### src/rtl/core/rsw_pkg.sv
`timescale 1ns / 1ps
// Shared constants and types for the random shuffle window.
// Used by every module of the block; depends on nothing.
package rsw_pkg;

	// Built window depth and stored record width
	localparam int DEPTH      = 1024;
	localparam int REC_BITS   = 64;

	// Port widths fixed by the interface
	localparam int REC_PORT_W = 64;
	localparam int RND_W      = 32;
	localparam int CAP_W      = 11;
	localparam int CAP_RESET  = 1024;

	// Derived widths: slot address and occupancy count (0..DEPTH)
	localparam int ADDR_W     = (DEPTH > 1) ? $clog2(DEPTH) : 1;
	localparam int CNT_W      = $clog2(DEPTH + 1);

	// Modulo unit: quotient bits retired per cycle and cycle count
	localparam int MOD_STEPS  = 8;
	localparam int MOD_CYC    = RND_W / MOD_STEPS;
	localparam int MOD_CNT_W  = (MOD_CYC > 1) ? $clog2(MOD_CYC) : 1;

	// Operation codes
	localparam logic FUNC_PUSH = 1'b0;
	localparam logic FUNC_POP  = 1'b1;

	// Request into the modulo unit
	typedef struct packed {
		logic             start;
		logic [RND_W-1:0] dividend;
		logic [CNT_W-1:0] divisor;
	} mod_req_t;

	// Response from the modulo unit
	typedef struct packed {
		logic             done;
		logic [CNT_W-1:0] rem;
	} mod_rsp_t;

endpackage

### src/rtl/core/rsw_mod_unit.sv
`timescale 1ns / 1ps
// Multi-cycle modulo unit: random word modulo a window count.
// Restoring reduction, MOD_STEPS bits per cycle; depends on rsw_pkg.
module rsw_mod_unit (
	input  logic              clk,
	input  logic              arst_n,
	input  rsw_pkg::mod_req_t req,
	output rsw_pkg::mod_rsp_t rsp
);

	logic                          busy_q;
	logic                          done_q;
	logic [rsw_pkg::MOD_CNT_W-1:0] cnt_q;
	logic [rsw_pkg::RND_W-1:0]     dvd_q;
	logic [rsw_pkg::CNT_W-1:0]     div_q;
	logic [rsw_pkg::CNT_W-1:0]     rem_q;
	logic [rsw_pkg::CNT_W-1:0]     rem_nxt;
	logic [rsw_pkg::CNT_W:0]       r;

	// Retire MOD_STEPS dividend bits: shift in, subtract when it fits
	always_comb begin
		r = {1'b0, rem_q};
		for (int i = 0; i < rsw_pkg::MOD_STEPS; i++) begin
			r = {r[rsw_pkg::CNT_W-1:0], dvd_q[rsw_pkg::RND_W-1-i]};
			if (r >= {1'b0, div_q}) begin
				r = r - {1'b0, div_q};
			end
		end
		rem_nxt = r[rsw_pkg::CNT_W-1:0];
	end

	// Sequence control
	always_ff @(posedge clk or negedge arst_n) begin
		if (!arst_n) begin
			busy_q <= 1'b0;
			done_q <= 1'b0;
			cnt_q  <= '0;
		end else begin
			done_q <= 1'b0;
			if (req.start) begin
				busy_q <= 1'b1;
				cnt_q  <= '0;
			end else if (busy_q) begin
				cnt_q <= cnt_q + 1'b1;
				if (cnt_q == rsw_pkg::MOD_CNT_W'(rsw_pkg::MOD_CYC - 1)) begin
					busy_q <= 1'b0;
					done_q <= 1'b1;
				end
			end
		end
	end

	// Operands and partial remainder
	always_ff @(posedge clk) begin
		if (req.start) begin
			dvd_q <= req.dividend;
			div_q <= req.divisor;
			rem_q <= '0;
		end else if (busy_q) begin
			dvd_q <= dvd_q << rsw_pkg::MOD_STEPS;
			rem_q <= rem_nxt;
		end
	end

	assign rsp.done = done_q;
	assign rsp.rem  = rem_q;

endmodule

### config.mk
export PLATFORM = sky130hd
export DESIGN_NAME = rsw_mod_unit
export DESIGN_NICKNAME = d
export VERILOG_FILES = /design/src/rtl/core/rsw_pkg.sv /design/src/rtl/core/rsw_mod_unit.sv
export SDC_FILE = /design/constraint.sdc
export NUM_CORES = 1
export LEC_CHECK = 0
export CAP_MARGIN = 20
export CORE_MARGIN = 2
export CORE_UTILIZATION = 50
export CTS_CLUSTER_DIAMETER = 120
export DETAILED_ROUTE_END_ITERATION = 16
export DONT_BUFFER_PORTS = 1
export HOLD_SLACK_MARGIN = 0.02
export PLACE_DENSITY = 0.68
export SLEW_MARGIN = 20
export SYNTH_ARGS = -nofsm -noshare
export SYNTH_HDL_FRONTEND = slang
export SYNTH_SLANG_ARGS = --single-unit
export TNS_END_PERCENT = 1
### constraint.sdc
create_clock -name clk -period 20.6 [get_ports clk]
set_input_delay 0 -clock clk [delete_from_list [all_inputs] [get_ports clk]]
set_output_delay 0 -clock clk [all_outputs]
set_load 0.01 [all_outputs]
# [Yosys cells after proc, flatten, opt, wreduce, memory -nomap -nowiden]
# Cells that the tools add are included.
[classes] mux=18 n_eq_ne=1 n_addsub=9 n_reduce_logical=1 order_cmp=8
[op_table] op="12-bit by 11-bit >= comparator with 1-bit output" n=8
[op_table] op="11-bit two-way mux" n=8
[op_table] op="11-bit subtractor" n=8
[op_table] op="32-bit two-way mux" n=2
[op_table] op="1-bit two-way mux" n=6
[op_table] op="2-bit two-way mux" n=2
[op_table] op="2-bit by 1-bit adder with 2-bit output, second input constant" n=1
[op_table] op="2-bit == test, second input constant" n=1
[op_table] op="2-bit nonzero test" n=1
[word_totals] wordCells=43 input_bits=46 ff_bits=58

# [Depth between registers and ports, before layout]
# Gate-level depths: netlist of the first run.
[depth] word_depth=16 depth_mapped=95 ltp_nobuf=85

# [Least setup slack after synthesis of the first run]
# OpenSTA, ideal clock, no wires.
[synth_path] path_type="reg-to-reg" startpoint="register div_q[0] in the netlist's numbering" endpoint="register rem_q[1] in the netlist's numbering" period_less_slack_ns=19.704 slack_ns=0.896 required_ns=20.478 stages_incl_launch_ff=91 arrival_ns=19.582 path_buffers=11 setup_ns=0.122 cell_sequence="edfxtp_1 ha_1 fa_1 nand2b_1 a211o_1 a31o_1 buf_6 and2_1 buf_6 o31ai_1 ha_1 o21a_1 or2_2 a31oi_1 o21bai_1 nor2_1 clkbuf_1 mux2_2 (+55 left out) o31ai_4 o21a_1 buf_4 a221o_1 ha_1 nor2b_1 o21ai_0 a21boi_0 o21ai_0 a21oi_1 o21ai_0 a21boi_0 o21ai_0 a31oi_1 a31o_2 a311o_1 buf_6 a221o_1"
[synth_via] elab_chain_len=16
[synth_lines] element="from (decl)" line="rsw_mod_unit.sv:15" source="logic [rsw_pkg::CNT_W-1:0] div_q;"
[synth_lines] element="from (signal assigned)" line="rsw_mod_unit.sv:57" source="div_q <= req.divisor;"
[synth_lines] element="11-bit subtractor or 12-bit by 11-bit >= comparator with 1-bit output (tied branches)" line="rsw_mod_unit.sv:26, rsw_mod_unit.sv:25"
[synth_lines] element="11-bit two-way mux" line="rsw_mod_unit.sv:25" source="if (r >= {1'b0, div_q}) begin"
[synth_lines] element="11-bit subtractor or 12-bit by 11-bit >= comparator with 1-bit output (tied branches)" line="rsw_mod_unit.sv:26, rsw_mod_unit.sv:25"
[synth_lines] element="11-bit two-way mux" line="rsw_mod_unit.sv:25"
[synth_lines] element="11-bit subtractor or 12-bit by 11-bit >= comparator with 1-bit output (tied branches)" line="rsw_mod_unit.sv:26, rsw_mod_unit.sv:25"
[synth_lines] element="11-bit two-way mux" line="rsw_mod_unit.sv:25"
[synth_lines] element="11-bit subtractor or 12-bit by 11-bit >= comparator with 1-bit output (tied branches)" line="rsw_mod_unit.sv:26, rsw_mod_unit.sv:25"
[synth_lines] element="11-bit two-way mux" line="rsw_mod_unit.sv:25"
[synth_lines] element="11-bit subtractor or 12-bit by 11-bit >= comparator with 1-bit output (tied branches)" line="rsw_mod_unit.sv:26, rsw_mod_unit.sv:25"
[synth_lines] element="11-bit two-way mux" line="rsw_mod_unit.sv:25"
[synth_lines] element="11-bit subtractor or 12-bit by 11-bit >= comparator with 1-bit output (tied branches)" line="rsw_mod_unit.sv:26, rsw_mod_unit.sv:25"
[synth_lines] element="11-bit two-way mux" line="rsw_mod_unit.sv:25"
[synth_lines] element="12-bit by 11-bit >= comparator with 1-bit output or 11-bit subtractor (tied branches)" line="rsw_mod_unit.sv:25, rsw_mod_unit.sv:26"
[synth_lines] element="11-bit two-way mux" line="rsw_mod_unit.sv:25"
[synth_lines] element="11-bit subtractor or 12-bit by 11-bit >= comparator with 1-bit output (tied branches)" line="rsw_mod_unit.sv:26, rsw_mod_unit.sv:25"
[synth_lines] element="11-bit two-way mux *" line="rsw_mod_unit.sv:25"
[synth_lines] element="to (signal assigned)" line="rsw_mod_unit.sv:61" source="rem_q <= rem_nxt;"
[synth_lines] element="to (decl)" line="rsw_mod_unit.sv:16" source="logic [rsw_pkg::CNT_W-1:0] rem_q;"
# Every way passes the cells marked *; elsewhere a longest branch is shown, timed or not.
# A chain may end at the register's enable or synchronous reset.

# [Final worst setup path of the first run]
[layout_path] startpoint="register dvd_q[31] in the netlist's numbering" endpoint="register rem_q[2] in the netlist's numbering"
[layout_via] elab_chain_len=16
[layout_lines] element="from (decl)" line="rsw_mod_unit.sv:14" source="logic [rsw_pkg::RND_W-1:0] dvd_q;"
[layout_lines] element="from (signal assigned)" line="rsw_mod_unit.sv:56" source="dvd_q <= req.dividend;"
[layout_lines] element="from (signal assigned)" line="rsw_mod_unit.sv:60" source="dvd_q <= dvd_q << rsw_pkg::MOD_STEPS;"
[layout_lines] element="11-bit subtractor or 12-bit by 11-bit >= comparator with 1-bit output (tied branches)" line="rsw_mod_unit.sv:26, rsw_mod_unit.sv:25"
[layout_lines] element="11-bit two-way mux *" line="rsw_mod_unit.sv:25"
[layout_lines] element="11-bit subtractor or 12-bit by 11-bit >= comparator with 1-bit output (tied branches)" line="rsw_mod_unit.sv:26, rsw_mod_unit.sv:25"
[layout_lines] element="11-bit two-way mux *" line="rsw_mod_unit.sv:25"
[layout_lines] element="11-bit subtractor or 12-bit by 11-bit >= comparator with 1-bit output (tied branches)" line="rsw_mod_unit.sv:26, rsw_mod_unit.sv:25"
[layout_lines] element="11-bit two-way mux *" line="rsw_mod_unit.sv:25"
[layout_lines] element="11-bit subtractor or 12-bit by 11-bit >= comparator with 1-bit output (tied branches)" line="rsw_mod_unit.sv:26, rsw_mod_unit.sv:25"
[layout_lines] element="11-bit two-way mux *" line="rsw_mod_unit.sv:25"
[layout_lines] element="11-bit subtractor or 12-bit by 11-bit >= comparator with 1-bit output (tied branches)" line="rsw_mod_unit.sv:26, rsw_mod_unit.sv:25"
[layout_lines] element="11-bit two-way mux *" line="rsw_mod_unit.sv:25"
[layout_lines] element="11-bit subtractor or 12-bit by 11-bit >= comparator with 1-bit output (tied branches)" line="rsw_mod_unit.sv:26, rsw_mod_unit.sv:25"
[layout_lines] element="11-bit two-way mux *" line="rsw_mod_unit.sv:25"
[layout_lines] element="12-bit by 11-bit >= comparator with 1-bit output or 11-bit subtractor (tied branches)" line="rsw_mod_unit.sv:25, rsw_mod_unit.sv:26"
[layout_lines] element="11-bit two-way mux *" line="rsw_mod_unit.sv:25"
[layout_lines] element="11-bit subtractor or 12-bit by 11-bit >= comparator with 1-bit output (tied branches)" line="rsw_mod_unit.sv:26, rsw_mod_unit.sv:25"
[layout_lines] element="11-bit two-way mux *" line="rsw_mod_unit.sv:25"
# Marked as above.

==> results.toml, run 1 <==
[worst_setup_path]
crit_path_max_fanout = 24
cpPeakStageDelay_ns = 0.51
start_kind = "flop"
cp_common_cell = "a21oi_1"
crit_start = "dvd_q[31]$_DFFE_PP_"
reg2reg_from = "dvd_q[31]$_DFFE_PP_"
rrSetupSlack_ns = 1.24
critical_path_class = "reg2reg"
crit_required_ns = 20.77
r2r-end = "rem_q[2]$_SDFFE_PP0P_"
cp_slowest_cell = "or4_1"
end_kind = "flop"
r2r_cells = 82
worstPathArrival_ns = 19.53

[yosys]
ys_seq_area_frac = 0.211
syn-num-nets = 1022
yosysTopAreaCell = "edfxtp_1"
netlist_top_cells_count = "ha_1, inv_1, nor2_1, nand2_1"
synth_top_area_share = 0.169
ys_warn_count = 0
ys.flop_type = "edfxtp_1"
syn_inst = 879
synth_seq_cells = 58
synth_most_common_cell = "ha_1"
synth_edf_count = 43
async_flop_share = 0.0690
netlist-cell-type-count = 88
synth_area_mm2 = 0.00765
synth.area.top_cells = "edfxtp_1, ha_1, mux2_2"
avgSynthCellArea_um2 = 8.70

[placement]
dp.cells = 1061
dp_hpwl_um = 17400
place.gp.congestion = 0.964
io_buffer_count = 0

[finish]
final_cells = 1130
nets = 1077
drive_above_1_share = 0.142
syn_to_final_growth_pct = 15.2

[clock_network]
clock-sinks = 58
path_clk_slew_ns = 0.05
clockRootBuffer = "clkbuf_16"
clk-insertion-delay-late_ns = 0.33
cts_made_buffers = 9
clock_path_buffers = 2
h-tree-depth = 3
cts_tree = "built"

[floorplan]
ios = 58
die_area_mm2 = 0.0163
start_util = 0.507
die_w_um = 128
rows = 45
core_area_mm2 = 0.0151
die_h_um = 128

[job]
timing.max_cap.violations = 0

[grt]
grt_pass1_vias = 6775
antenna_found_initial = 3
grt.total_usage = 0.288
grt_first_pass_wirelength_um = 36100
grt.overflow.total = 0
grt_max_degree = 61

[timing]
max_freq_mhz = 51.7
fin_crit_ns = 19.36
skew_ns = 0.0106
whs_ns = 0.0297
setup_viol = 0
slew_headroom = 0.337
tightest_slew_ns = 0.981
report.final.slew_viol_count = 0
hold_viol = 0
finalCritPeriodShare = 0.940

[worst_hold_path]
whs_path_depth = 2
min_path_type = "in2reg"
hold_end = "rem_q[8]$_SDFFE_PP0P_"
hp-start = "req[43]"

[drt]
vias = 7058
wl_per_cell_um = 21.1
drc = 0
vias_per_cell = 6.25
drt-initial-drc-count = 648
drtAntennaViolNets = 0
finalWirelength_um = 23800
firstDrtPassIters = 5

[run_status]
status = "complete, no violations"
## sequential cells by signal, summed over array words and instances (netlist names)
name and count:
done_q 1, dvd_q 32, busy_q 1, cnt_q 2, div_q 11, rem_q 11
## layout by cell type, fill, tap and decap left out, types with 9 or more instances in the layout
master / synthesis / final
a211oi_1: 18 / 16
a21o_1: 22 / 22
a21oi_1: 44 / 43
a31oi_1: 10 / 9
and2_1: 13 / 12
buf_4: 3 / 18
clkbuf_16: 0 / 9
dfxtp_1: 11 / 10
dlygate4sd3_1: 0 / 45
edfxtp_1: 43 / 43
ha_1: 89 / 89
inv_1: 68 / 68
mux2_2: 46 / 46
mux2i_1: 18 / 17
nand2_1: 60 / 59
nand3_1: 15 / 15
nand4_1: 14 / 14
nor2_1: 68 / 67
nor2b_1: 18 / 18
nor3_1: 13 / 12
o211ai_1: 11 / 11
o21a_1: 20 / 18
o21ai_0: 46 / 39
o21ai_1: 5 / 12
xnor2_1: 27 / 27
xor2_1: 21 / 21
## through the flow
step / util / TNS [ns] / setup slack [ns] / area [um^2]
floorplan: - / 0 / 0.896 / 7650
global placement: 0.522 / 0 / 0.528 / 7880
detailed placement: 0.522 / 0 / 0.153 / 7880
CTS: 0.575 / 0 / 0.104 / 8680
global route: 0.584 / -0.249 / -0.0454 / 8810
finish: 0.584 / 0 / 1.24 / 8810
## cells by family (layout without fill, tap and decap cells)
kind of cell,count (synthesis),in the layout,synth area share
mux,66,66,0.0962
simple gates,256,256,0.171
xor+xnor,48,48,0.0550
buf+inv,90,149,0.0497
fa+ha+maj,97,97,0.167
flops,58,58,0.211
compound gates,264,265,0.251
other cells,0,3,0
## area by class of cell
cell class	instances	area (um^2)
diodes	3	7.51
inverters	68	255
multi-input cells	732	5750
fillers	1305	6270
repair buffers	65	628
clock buffers	11	243
well taps	188	235
flip-flops and latches	58	1610
clock inverters	5	78.8
## how the worst max path moves through the flow
stage,to,slack (ns)
CTS,rem_q[2]$_SDFFE_PP0P_,0.10
finish,rem_q[2]$_SDFFE_PP0P_,1.24
detailed placement,rem_q[2]$_SDFFE_PP0P_,0.15
floorplan,rem_q[1]$_SDFFE_PP0P_,0.90
global route,rem_q[3]$_SDFFE_PP0P_,-0.05
global placement,rem_q[2]$_SDFFE_PP0P_,0.53
## metal layers
layer	vias to the layer above	global-route usage	wire length [um]	share of wire
li1	3440	-	-	-
met1	3318	0.366	10100	0.42
met5	-	0	13	0.00055
met4	2	0.0931	687	0.029
met2	242	0.485	11200	0.47
met3	56	0.0701	1850	0.078
## worst max-delay path: cells and delay by family, from the launching register on
| family | cells | cell delay (ns) |
|---|---|---|
| fa+ha+maj | 9 | 3.10 |
| simple gates | 14 | 3.16 |
| compound gates | 52 | 10.97 |
| flops | 1 | 0.37 |
| mux | 3 | 0.98 |
| buf+inv | 4 | 0.59 |
## timing repair
item / CTS / global route
setup endpoints to repair: 0 / 11
gates resized for setup: 0 / 33
buffers inserted: 0 / 3
endpoints found under the hold margin: 73 / 0
hold buffers: 46 / 0
Power of run 1 is left out: the tool's default activity adds up to more than one toggle a clock period on the data nets, which glitch-free logic cannot reach.
==> run 2: changes to the inputs <==
PLACE_DENSITY = unset   (was 0.68)
clock period = 21.7 ns   (was 20.6 ns; I/O delays follow)
==> results.toml, run 2 (synthesis results as in run 1) <==
[run_status]
status = "complete, no violations"

[floorplan]
die_h_um = 128
die_w_um = 128
ios = 58
start_util = 0.507
rows = 45
die_area_mm2 = 0.0163
core_area_mm2 = 0.0151

[finish]
fillers = 1343
top_regs = "dvd_q: 32 flops, div_q: 11 flops, rem_q: 11 flops"
nets = 1078
syn_to_final_growth_pct = 14.5
final_cell_mix = "ha_1, nor2_1, inv_1"
diodes = 0
mostFrequentLayoutCell = "ha_1"
largest_reg_flops = 32
drive_above_1_share = 0.135
regMostFlops = "dvd_q"

[drt]
drc = 0
finalWirelength_um = 23700
vias = 7168
drt-initial-drc-count = 467
firstDrtPassIters = 6
drtAntennaViolNets = 0
wl_per_cell_um = 21.0
vias_per_cell = 6.35

[placement]
dp_hpwl_um = 18000
place.gp.congestion = 0.955
io_buffer_count = 0

[grt]
grt.overflow.total = 0
antenna_found_initial = 0
grt_max_degree = 61
grt_pass1_vias = 7143
grt_first_pass_wirelength_um = 37100
grt.total_usage = 0.295

[timing]
skew_ns = 0.00609
finalCritPeriodShare = 0.939
max_freq_mhz = 49.1
hold_viol = 0
tightest_slew_ns = 0.935
slew_headroom = 0.372
report.final.slew_viol_count = 0
final.setup.tns_ns = 0
setup_viol = 0
fin_crit_ns = 20.38

[clock_network]
clock_path_buffers = 2
h-tree-depth = 3
cts_made_buffers = 9
path_clk_slew_ns = 0.05
clock-sinks = 58
clk-insertion-delay-late_ns = 0.33
cts_tree = "built"
clockRootBuffer = "clkbuf_16"

[worst_hold_path]
min_path_type = "in2reg"
hp-start = "req[43]"

[job]
timing.max_cap.violations = 0

[worst_setup_path]
cp_top_family = "compound AO/OA/AOI/OAI gates"
crit_path_max_fanout = 17
crit_start = "div_q[0]$_DFFE_PP_"
cp_slowest_cell = "fa_1"
start_kind = "flop"
path_buf_inv = 6
cp_common_cell = "o21ai_0"
crit_required_ns = 21.86
critical_path_class = "reg2reg"
end_kind = "flop"
cpPeakStageDelay_ns = 0.47
worstPathArrival_ns = 20.54
reg2reg_from = "div_q[0]$_DFFE_PP_"
==> run 2: cell count changes in the layout (fill, tap and decap cells not counted), sizes merged, moves of 2 or more <==
cell      before  now
bufinv         2    0
clkbuf        11    9
clkinv         3    5
clkinvlp       0    2
diode          3    0
==> run 2: final timing paths <==
check	end	slack [ns]	cells after the start
setup / recovery	rem_q[10]$_SDFFE_PP0P_	1.32	84
hold / removal	rem_q[3]$_SDFFE_PP0P_	0.03	2
setup reg to reg	rem_q[10]$_SDFFE_PP0P_	1.32	84
hold reg to reg	dvd_q[27]$_DFFE_PP_	0.54	1
max in group asynchronous	busy_q$_DFF_PN0_	21.04	2
min in group asynchronous	done_q$_DFF_PN0_	0.48	2
==> run 2: repair_timing <==
action,CTS,global route
endpoints found under the hold margin,73,0
hold buffers,47,0
setup buffers,0,5
endpoints found under the setup margin,0,11
gates resized for setup,0,19
==> run 2: per-layer routing <==
metal,up-vias,routed length [um],global-route usage
met4,0,985,0.125
met3,85,1670,0.0568
met5,-,0,0
met2,273,10800,0.484
li1,3430,-,-
met1,3380,10200,0.381
==> run 2: metrics by stage <==
stage | util | instances | area [um^2] | setup slack [ns] | hold WS (ns)
2_1_floorplan | - | 879 | 7650 | 2.00 | -0.296
3_3_place_gp | 0.522 | 1060 | 7870 | 0.949 | -0.295
3_5_place_dp | 0.522 | 1060 | 7870 | 0.480 | -0.295
4_1_cts | 0.572 | 1123 | 8630 | 0.384 | 0.0293
5_1_grt | 0.580 | 1128 | 8760 | -0.0768 | 0.0633
6_report | 0.580 | 1128 | 8760 | 1.32 | 0.0345
==> run 2: layout make-up <==
class / instances / area [um^2] / share of cell area
flip-flops and latches: 58 / 1610 / 0.184
repair buffers: 67 / 638 / 0.0729
clock inverters: 7 / 46.3 / 0.00529
inverters: 68 / 255 / 0.0292
well taps: 188 / 235 / 0.0269
clock buffers: 9 / 225 / 0.0257
multi-input cells: 731 / 5740 / 0.656
==> run 2: worst reg2reg max path: cells and delay by family, from the launching register on <==
family | cells | cell delay, ns
flops | 1 | 0.36
fa+ha+maj | 9 | 3.33
buf+inv | 6 | 0.97
mux | 6 | 1.56
simple gates | 11 | 2.21
compound gates | 52 | 11.81
Power of run 2 is left out for the same reason.
